File: config.mk
export PLATFORM = sky130hd
export DESIGN_NAME = soft_timer_bank
export DESIGN_NICKNAME = d
export VERILOG_FILES = /design/src/sv/stb_pkg.sv /design/src/sv/stb_ram.sv /design/src/sv/soft_timer_bank.sv
export SDC_FILE = /design/constraint.sdc
export NUM_CORES = 1
export LEC_CHECK = 0
export BUFFER_PORTS_ARGS = -buffer_cell sky130_fd_sc_hd__buf_2
export CAP_MARGIN = 0
export CORE_UTILIZATION = 65
export DETAILED_ROUTE_END_ITERATION = 8
export GPL_TIMING_DRIVEN = 0
export MAX_ROUTING_LAYER = met4
export PLACE_DENSITY = 0.85
export SLEW_MARGIN = 20
export SYNTH_ARGS = -nofsm -noshare
export SYNTH_HDL_FRONTEND = slang
export SYNTH_SLANG_ARGS = --single-unit
export TNS_END_PERCENT = 50
File: constraint.sdc
create_clock -name clk -period 15.4 [get_ports clk]
set_input_delay 3.08 -clock clk [delete_from_list [all_inputs] [get_ports clk]]
set_output_delay 3.08 -clock clk [all_outputs]
set_load 0.05 [all_outputs]
File: src/sv/stb_pkg.sv
// stb_pkg: request and response types, command and status codes for the soft timer bank
// no dependencies; imported by soft_timer_bank
`default_nettype none

package stb_pkg;

	localparam logic [2:0] CMD_TICK    = 3'd0;
	localparam logic [2:0] CMD_CREATE  = 3'd1;
	localparam logic [2:0] CMD_DELETE  = 3'd2;
	localparam logic [2:0] CMD_CHECK   = 3'd3;
	localparam logic [2:0] CMD_READ    = 3'd4;
	localparam logic [2:0] CMD_ELAPSED = 3'd5;

	localparam logic [1:0] ST_OK       = 2'd0;
	localparam logic [1:0] ST_IN_USE   = 2'd1;
	localparam logic [1:0] ST_NOT_USED = 2'd2;
	localparam logic [1:0] ST_BAD_ID   = 2'd3;

	localparam logic [30:0] RUN_WRAP = 31'h7fffffff;

	typedef struct packed {
		logic [2:0]  command;
		logic [3:0]  timer_id;
		logic [31:0] period;
		logic        auto_reload;
		logic [30:0] last_time;
	} stb_req_t;

	typedef struct packed {
		logic [1:0]  status;
		logic        expired;
		logic [7:0]  expired_mask;
		logic [30:0] time_value;
	} stb_rsp_t;

endpackage

`default_nettype wire

File: src/sv/stb_ram.sv
// stb_ram: generic simple dual-port ram, one write port, one registered read port
// no dependencies
`default_nettype none

module stb_ram #(
	parameter int WIDTH = 64,
	parameter int DEPTH = 8
) (
	input  wire logic                                  clk,
	input  wire logic                                  wr_en,
	input  wire logic [(DEPTH > 1 ? $clog2(DEPTH) : 1)-1:0] wr_addr,
	input  wire logic [WIDTH-1:0]                      wr_data,
	input  wire logic                                  rd_en,
	input  wire logic [(DEPTH > 1 ? $clog2(DEPTH) : 1)-1:0] rd_addr,
	output logic      [WIDTH-1:0]                      rd_data
);

	logic [WIDTH-1:0] mem_q [DEPTH];

	always_ff @(posedge clk) begin
		if (wr_en) begin
			mem_q[wr_addr] <= wr_data;
		end
		if (rd_en) begin
			rd_data <= mem_q[rd_addr];
		end
	end

endmodule

`default_nettype wire

File: src/sv/soft_timer_bank.sv
// soft_timer_bank: bank of countdown timers with a run-time counter
// uses stb_pkg and stb_ram
//
// One request gives exactly one response. Counts and reload values live in one
// ram with a registered read; per-timer in-use, mode and expired bits are
// flip-flops, and an entry not in use reads as zero. A tick walks every timer
// through the ram, reading the next entry while writing back the current one
// when its count is nonzero. A new request is taken while the previous
// response still waits in the output register.
`default_nettype none

module soft_timer_bank
	import stb_pkg::*;
#(
	parameter int TIMER_COUNT = 8
) (
	input  wire logic     clk,
	input  wire logic     arst_n,
	input  wire logic     req_valid,
	output logic          req_ready,
	input  wire stb_req_t req,
	output logic          rsp_valid,
	input  wire logic     rsp_ready,
	output stb_rsp_t      rsp
);

	localparam int IDX_W = TIMER_COUNT > 1 ? $clog2(TIMER_COUNT) : 1;
	localparam logic [IDX_W-1:0] LAST_IDX = IDX_W'(TIMER_COUNT - 1);
	localparam logic [4:0] ID_LIMIT = 5'(TIMER_COUNT);

	typedef enum logic [2:0] {
		S_IDLE = 3'b001,
		S_TICK = 3'b010,
		S_FIN  = 3'b100
	} state_t;

	state_t state_q;

	logic [TIMER_COUNT-1:0] in_use_q;
	logic [TIMER_COUNT-1:0] mode_q;
	logic [TIMER_COUNT-1:0] exp_q;
	logic [30:0]            run_time_q;

	logic             vld_s1;
	logic [IDX_W-1:0] idx_s1;

	stb_rsp_t res_q;

	logic             ram_we;
	logic [IDX_W-1:0] ram_waddr;
	logic [63:0]      ram_wdata;
	logic             ram_re;
	logic [IDX_W-1:0] ram_raddr;
	logic [63:0]      ram_rdata;

	logic             accept;
	logic             id_ok;
	logic [IDX_W-1:0] id_idx;
	logic             used;
	logic [31:0]      cnt_cur;
	logic [31:0]      rld_cur;
	logic             hit;
	logic [31:0]      cnt_new;
	logic [31:0]      diff;
	logic [30:0]      diff_wrap;
	logic             rsp_load;
	stb_rsp_t         res_d;

	stb_ram #(
		.WIDTH (64),
		.DEPTH (TIMER_COUNT)
	) u_ram (
		.clk     (clk),
		.wr_en   (ram_we),
		.wr_addr (ram_waddr),
		.wr_data (ram_wdata),
		.rd_en   (ram_re),
		.rd_addr (ram_raddr),
		.rd_data (ram_rdata)
	);

	assign req_ready = (state_q == S_IDLE);
	assign accept    = req_valid && req_ready;
	assign id_ok     = {1'b0, req.timer_id} < ID_LIMIT;
	assign id_idx    = req.timer_id[IDX_W-1:0];
	assign used      = id_ok && in_use_q[id_idx];

	// entry data arriving from the ram this cycle
	assign cnt_cur = in_use_q[idx_s1] ? ram_rdata[31:0] : 32'd0;
	assign rld_cur = in_use_q[idx_s1] ? ram_rdata[63:32] : 32'd0;
	assign hit     = (cnt_cur == 32'd1);
	assign cnt_new = hit ? (mode_q[idx_s1] ? rld_cur : 32'd0) : cnt_cur - 32'd1;

	assign diff      = {1'b0, run_time_q} - {1'b0, req.last_time};
	assign diff_wrap = run_time_q + ~req.last_time;

	assign rsp_load = (state_q == S_FIN) && (!rsp_valid || rsp_ready);

	always_comb begin
		ram_we    = 1'b0;
		ram_waddr = idx_s1;
		ram_wdata = {rld_cur, cnt_new};
		ram_re    = 1'b0;
		ram_raddr = idx_s1 + IDX_W'(1);
		if (accept && req.command == CMD_CREATE && id_ok && !used) begin
			ram_we    = 1'b1;
			ram_waddr = id_idx;
			ram_wdata = {req.period, req.period};
		end else if (vld_s1 && cnt_cur != 32'd0) begin
			ram_we = 1'b1;
		end
		if (accept && req.command == CMD_TICK) begin
			ram_re    = 1'b1;
			ram_raddr = '0;
		end else if (vld_s1 && idx_s1 != LAST_IDX) begin
			ram_re = 1'b1;
		end
	end

	always_comb begin
		res_d = '0;
		unique case (req.command) inside
			CMD_CREATE: begin
				if (!id_ok) begin
					res_d.status = ST_BAD_ID;
				end else if (used) begin
					res_d.status = ST_IN_USE;
				end
			end
			CMD_DELETE, CMD_CHECK: begin
				if (!id_ok) begin
					res_d.status = ST_BAD_ID;
				end else if (!used) begin
					res_d.status = ST_NOT_USED;
				end else if (req.command == CMD_CHECK) begin
					res_d.expired = exp_q[id_idx];
				end
			end
			CMD_READ: begin
				res_d.time_value = run_time_q;
			end
			CMD_ELAPSED: begin
				res_d.time_value = diff[31] ? diff_wrap : diff[30:0];
			end
			default: begin
			end
		endcase
	end

	always_ff @(posedge clk or negedge arst_n) begin
		if (!arst_n) begin
			state_q    <= S_IDLE;
			in_use_q   <= '0;
			mode_q     <= '0;
			exp_q      <= '0;
			run_time_q <= '0;
			vld_s1     <= 1'b0;
			idx_s1     <= '0;
			rsp_valid  <= 1'b0;
		end else begin
			if (rsp_load) begin
				rsp_valid <= 1'b1;
			end else if (rsp_ready) begin
				rsp_valid <= 1'b0;
			end
			unique case (state_q)
				S_IDLE: begin
					if (accept) begin
						if (req.command == CMD_TICK) begin
							state_q    <= S_TICK;
							vld_s1     <= 1'b1;
							idx_s1     <= '0;
							run_time_q <= (run_time_q == RUN_WRAP - 31'd1) ?
								'0 : run_time_q + 31'd1;
						end else begin
							state_q <= S_FIN;
						end
						if (req.command == CMD_CREATE && id_ok && !used) begin
							in_use_q[id_idx] <= 1'b1;
							mode_q[id_idx]   <= req.auto_reload;
							exp_q[id_idx]    <= 1'b0;
						end
						if (req.command == CMD_DELETE && used) begin
							in_use_q[id_idx] <= 1'b0;
							mode_q[id_idx]   <= 1'b0;
						end
					end
				end
				S_TICK: begin
					if (vld_s1 && hit) begin
						exp_q[idx_s1] <= 1'b1;
					end
					if (idx_s1 == LAST_IDX) begin
						vld_s1  <= 1'b0;
						state_q <= S_FIN;
					end else begin
						idx_s1 <= idx_s1 + IDX_W'(1);
					end
				end
				S_FIN: begin
					if (rsp_load) begin
						state_q <= S_IDLE;
					end
				end
				default: begin
					state_q <= S_IDLE;
				end
			endcase
		end
	end

	always_ff @(posedge clk) begin
		if (accept) begin
			res_q <= res_d;
		end else if (state_q == S_TICK && hit) begin
			res_q.expired_mask <= res_q.expired_mask | (8'd1 << idx_s1);
		end
		if (rsp_load) begin
			rsp <= res_q;
		end
	end

	a_ram_no_collide: assert property (@(posedge clk) disable iff (!arst_n)
		ram_we && ram_re |-> ram_waddr != ram_raddr)
		else $error("ram read and write hit the same entry");

	a_walk_in_tick: assert property (@(posedge clk) disable iff (!arst_n)
		vld_s1 |-> state_q == S_TICK)
		else $error("timer walk active outside tick");

	a_fin_holds: assert property (@(posedge clk) disable iff (!arst_n)
		state_q == S_FIN && rsp_valid && !rsp_ready |=> state_q == S_FIN)
		else $error("result dropped while response stalled");

endmodule

`default_nettype wire

==> metrics, run 1 <==
Clock H-tree levels 3; Synth-to-Final Area Change 14.2%; Comb power frac between 30% and 40%; cell-internal power around 4.5 mW; cts hold-fix bufs 0; Flop pwr share approximately two fifths; Clock transition at path regs around 0.06 ns; Leak Pwr roughly 13 nW; most common cell in the netlist edfxtp_1; worst path required time ~16 ns; status completed; hpwl dp about 67,000 µm; WS Path Type in -> reg; PortBufs roughly 120; Longest Clk Path Bufs 3; CTS tree done; final design utilization 75.9%; Worst Path Buf+Inv 5; Yosys reg bits 723; Clock Latency Late Sink 0.62 ns; layout cells sized above 1 between 10 and 15%; critical path arrival ~7.1 ns; crit path launch type input pin; residual DRC count 0; Tmin final a little under 7 ns; largest area contributor in the netlist edfxtp_1; critical path fanouts, max 20; RSZ-0062 raised after global routing no; total power 7.39 mW; setup_tns 0 ns; Syn Inst Count roughly 2.7k; syn_area_per_cell between 10 and 15 µm²; Detailed Routing Iterations Pass 1 6; Tcrit/Tclk final 44.1%; Cell variety after synth between 70 and 80; Max stage delay on crit path around 0.7 ns; number of setup buffers added after CTS 0; GRT overflow 0; First DRT Iteration DRCs between 4k and 5k; Worst path top cell family by delay buffers and inverters; Commonest cells post-synth 652 x edfxtp_1, 503 x nand2_1, 246 x nand3_1; Fin Hold WS roughly 0.42 ns; IO Count approximately 120; die height 224 µm; final hold viol count 0; Cell Area, Synth about 32,000 µm²; YS warnings 0; IR Drop Worst-Case VDD about 0.17 mV; Die ar. around 50,000 µm²; Final Max Slew Viols 0; Post-synth EDFFs about 650; Inserted Clock Buffers 72; Hold Crit Class reg -> reg; post-route ant nets 0; Clk network pwr share between 20% and 30%; Cell Rows 80; vias in the first global route 24.0k; CTS Sinks 723; syn nets approximately 2.8k; Initial Utilization 66.5%; Final nets just over 3k; PwrDens a little over 200 nW/µm²; CP dominant cell by count buf_2; FFs w/ async S/R, synth approximately 8.7%; Slew Limit Headroom about 17%; highest-delay cell along the critical path nor2_4; largest net degree at the start of global routing 43; Fmax around 150 MHz; share of the synthesized area in the top cell type about three fifths; post_cts resized 0; die width between 200 and 250 µm; Final GP Congestion around 1; vias per cell between 6 and 7; CP endpoint kind flop; Via Count between 20k and 25k; Setup Viol. Count Final 0; final wirelength 99,300 µm; Worst-Margin Slew 1.25 ns; top_reg_cell synth edfxtp_1; Worst Clk Skew 0.0184 ns; initial antenna violation count 1; synth top area cells edfxtp_1 61%, nand2_1 5.9%, dfrtp_1 4.8%; Clock Root Buffer clkbuf_16; sw frac 39.7%; wire per inst roughly 27 µm; core area between 40,000 and 50,000 µm²; switching power total approximately 2.9 mW; cells along the critical path buf_2 -> mux4_2 -> mux2i_1 -> and3_1 -> buf_2 -> buf_1 -> a21oi_1 -> nor2_4 -> buf_16 -> buf_12; Max-Cap Viols 0; Seq/Total Area, Yosys 66.6%; GRT Util Overall between 40% and 50%; first-pass GRT wire length between 100,000 and 150,000 µm
==> state kept, by name, summed over array words and instances (netlist names), named ones only <==
signal         cells
u_ram.mem_q      512
state_q            3
exp_q              8
run_time_q        31
res_q             42
in_use_q           1
vld_s1             1
rsp               42
mode_q             8
idx_s1             3
rsp_valid          1
u_ram.rd_data     64
==> path summary, 6_finish.rpt <==
path / slack (ns) / end / cells past startpoint / startpoint
hold reg to reg: 0.42 / rsp[16] / 0 / res_q[16]
max in group asynchronous: 12.43 / state_q[0] / 2 / arst_n
setup / recovery: 8.61 / u_ram.mem_q[2][32] / 10 / req[64]
min in group asynchronous: 2.37 / run_time_q[23] / 1 / arst_n
hold / removal: 0.42 / rsp[16] / 0 / res_q[16]
setup reg to reg: 8.99 / u_ram.mem_q[6][34] / 17 / idx_s1[0]
==> per-stage QoR <==
stage	setup WS (ns)	cell area, µm²	instances
2_1_floorplan	7.36	32000	2688
3_3_place_gp	4.04	33400	3460
3_5_place_dp	8.10	34300	3491
4_1_cts	8.71	36500	3620
5_1_grt	8.57	36500	3621
6_report	8.61	36500	3621
==> cells by family (layout without fill, tap and decap cells) <==
logic type,after synthesis,in the layout,share of synthesized area [%]
AND/OR/NAND/NOR,1009,1009,14.0
flip-flops,723,723,66.6
AO/OA/AOI/OAI,562,562,10.7
buffers and inverters,221,497,2.72
multiplexers,73,73,2.69
XOR/XNOR,56,56,1.53
adder cells (fa/ha/maj),44,44,1.77
other,0,1,0
==> routing by layer <==
metal | up-vias | global-route usage, % | part of all wire, %
li1 | 10400 | - | -
met3 | 408 | 8.88 | 12
met2 | 2006 | 62.4 | 46
met4 | 0 | 20.0 | 5.3
met1 | 11900 | 53.2 | 37
met5 | - | - | 0
==> final cells by class <==
| cell class | instances | area, µm² |
|---|---|---|
| clock buffers | 91 | 1960 |
| diodes | 1 | 2.50 |
| clock inverters | 38 | 329 |
| fillers | 2864 | 11600 |
| well taps | 656 | 821 |
| inverters | 53 | 200 |
| multi-input cells | 1744 | 9890 |
| repair buffers | 147 | 1350 |
| plain buffers | 168 | 672 |
| flip-flops and latches | 723 | 21300 |
==> power groups by stage <==
stage	clock [mW]	combinational [mW]	sequential [mW]
finish	1.73	2.68	2.98
global placement	0	2.33	3.04
CTS	1.73	2.58	2.96
detailed placement	0	2.53	2.99
global route	1.79	2.80	2.98
floorplan	0	1.45	2.99
==> worst reg2reg max path, delay by kind of cell (launching register included) <==
| family | cells | cell delay [ns] |
|---|---|---|
| compound gates | 2 | 0.81 |
| fa+ha+maj | 1 | 0.21 |
| buf+inv | 9 | 3.10 |
| flops | 1 | 0.41 |
| mux | 1 | 0.39 |
| simple gates | 4 | 1.15 |
==> cells in the final DEF (no fill, tap or decap), types with 11 or more instances in the layout <==
cell	Yosys	final
clkinv_1	1	11
clkbuf_16	0	75
mux2_2	64	64
a21o_1	22	22
clkinv_2	0	18
clkbuf_1	112	126
nor2_1	124	116
nand3_1	246	246
nand2_1	503	503
buf_16	0	20
buf_12	0	11
edfxtp_1	652	652
buf_1	27	27
o22ai_1	65	65
nor2b_1	11	11
a31oi_1	20	20
and3_1	17	16
xnor2_1	29	29
a22o_1	17	17
a21oi_1	100	100
or3_1	17	17
dfrtp_1	62	62
xor2_1	27	27
nand4_1	20	20
buf_2	23	138
ha_1	42	42
o21ai_0	226	225
nor3_1	21	21
inv_1	52	52
Power figures use the tool's default switching activity.
==> run 2: changes to the inputs <==
Settings changed: CORE_UTILIZATION 65 to 56, PLACE_DENSITY 0.85 to 0.78.
Clock period 15.4 ns to 6.2 ns, I/O delays scaled along.
==> run 2 against run 1 <==
Via count shrank 2.9%. Die area grew 16%. Combinational power grew 150%. Clock power grew to 2.7 times the previous value. Routed wire length shrank 2.2%. Critical path depth grew 7. Sequential share of layout area shrank 0.71 points. Power grew to 2.5 times the previous value. Clock-buffer cell count shrank 6. First-iteration DRC count shrank 19%. Design area grew 1.2%. Non-clock buffer count grew 16. Highest routed layer unchanged.
==> metrics, run 2 (synthesized netlist as in run 1, its figures left out) <==
status completed; PnR worst setup slack 0.0512 ns; switching power total between 7 and 8 mW; DP Worst Slack -0.333 ns; Post-Layout Cell Count about 3.7k; Worst Clk Skew 0.0253 ns; IO Count 119; Routed met2 length about 45,000 µm; Setup Viol. Count Final 0; Synth-to-Final Area Change 15.6%; Max-Cap Viols 0; Fin Hold WS between 0.4 and 0.5 ns; most common cell after layout, fill and taps aside edfxtp_1; Via Count 24.0k; Detailed Routing Iterations Pass 1 6; IR Drop Worst-Case VDD 0.313 mV; critical path arrival 6.46 ns; sw frac approximately two fifths; Max stage delay on crit path roughly 0.54 ns; CTS tree done; final design utilization between 60% and 70%; worst path required time approximately 6.5 ns; final wirelength 97,100 µm; R2R cell count 17; Inserted Clock Buffers 75; Hold Crit Class reg -> reg; cts hold-fix bufs 0; layout cells sized above 1 ~14%; post-route ant nets 0; initial antenna violation count 5; wire per inst around 26 µm; die width roughly 240 µm; Reg with most FFs u_ram.mem_q; Largest register FFs approximately 510; Final Max Slew Viols 0; Worst R2R Start idx_s1[0]; cells along the critical path buf_4 -> mux4_2 -> nand2_1 -> nand2_1 -> clkbuf_1 -> clkbuf_1 -> buf_2 -> buf_2 -> nand2_1 -> ha_1 -> clkbuf_1 -> clkbuf_1 -> a311oi_2 -> a22oi_1 -> nor2_4 -> buf_16 -> buf_12; first-pass GRT wire length about 140,000 µm; Placed Instances 3,590; vias per cell between 6 and 7; hold path start res_q[40]; hpwl dp about 66,000 µm; WS Path Type reg -> reg; Worst Setup SP idx_s1[0]; Initial Utilization a little under three fifths; CP endpoint kind flop; Leak Pwr about 13 nW; critical path fanouts, max 21; Final nets 3,047; Fmax between 150 and 200 MHz; largest net degree at the start of global routing 46; Cell Rows between 80 and 90; Fillers a little over 4k; Tcrit/Tclk final ~99%; Clock H-tree levels 3; highest-delay cell along the critical path nor2_4; PortBufs between 100 and 150; vias in the first global route about 23k; Flop pwr share between 30% and 40%; GRT Util Overall 34.7%; final hold viol count 0; cell-internal power about 11 mW; CTS Sinks 723; Clk network pwr share 25.0%; met3 WL roughly 11,000 µm; RSZ-0062 raised after global routing no; Tmin final about 6.1 ns; GRT overflow 0; M1 wire length ~37,000 µm; residual DRC count 0; most frequent cells in the layout 652 x edfxtp_1, 503 x nand2_1, 246 x nand3_1, 222 x o21ai_0, 140 x buf_2; crit path launch type flop; core area 56,400 µm²; Longest Clk Path Bufs 3; Largest regs u_ram.mem_q x512, u_ram.rd_data x64; Clock Latency Late Sink 0.63 ns; PwrDens 502 nW/µm²; die height about 240 µm; Die ar. 58,100 µm²; Comb power frac between 30% and 40%; Clock Root Buffer clkbuf_16; CP dominant cell by count clkbuf_1; Clock transition at path regs around 0.070 ns; Worst-Margin Slew 1.16 ns; First DRT Iteration DRCs 3,301; hold path cells 0; Finished Cell Area roughly 37,000 µm²; top sig layer met4; area of the multi-input gates 9900 µm²; Slew Limit Headroom approximately 22%; Cell Area, Placed about 34,000 µm²; register cell area after layout 21,300 µm²; Final GP Congestion between 1 and 1.5
[run 2: power by group through the flow]
stage / registers, mW / clock network [mW] / logic [mW]
6_report: 7.33 / 4.64 / 6.61
4_1_cts: 7.30 / 4.66 / 6.43
3_3_place_gp: 7.52 / 0 / 5.89
5_1_grt: 7.37 / 4.85 / 6.99
3_5_place_dp: 7.39 / 0 / 6.32
2_1_floorplan: 7.42 / 0 / 3.60
[run 2: path summary, 6_finish.rpt]
kind                                       to  slack, ns
max in group asynchronous          state_q[0]       5.10
setup / recovery           u_ram.mem_q[5][34]       0.05
hold / removal                        rsp[40]       0.42
min in group asynchronous      run_time_q[13]       0.52
setup reg to reg           u_ram.mem_q[5][34]       0.05
hold reg to reg                       rsp[40]       0.42
[run 2: area by class of cell]
class	instances	share of cell area (%)
sequential	723	57.6
multi-input combinational	1744	26.8
clock buffer	85	5.23
timing repair buffer	163	3.87
tap	756	2.56
buffer	168	1.82
clock inverter	51	1.55
inverter	53	0.541
antenna	6	0.0406
[run 2: per-stage QoR]
step,power (mW),TNS (ns)
finish,18.6,0
global route,19.2,0
CTS,18.4,0
detailed placement,13.7,-47.68
global placement,13.4,-2372.22
floorplan,11.0,-106.56
[run 2: timing repair]
action	CTS	global route
pin swaps	6	0
hold endpoints to repair	0	0
buffers inserted	17	0
endpoints found under the setup margin	365	105
gates resized for setup	1	1
[run 2: routing by layer]
layer	up-vias	GRT usage, %
li1	10400	-
met1	11700	45.2
met2	1642	52.8
met3	259	7.69
met4	0	14.3
met5	-	-
[run 2: critical path, delay by kind of cell (launching register included)]
family | cells | cell delay [ns]
DFF | 1 | 0.42
AOI/OAI and AO/OA | 2 | 0.85
and+or+nand+nor | 4 | 1.06
adders and majority gates | 1 | 0.23
muxes | 1 | 0.35
buffers and inverters | 9 | 2.86
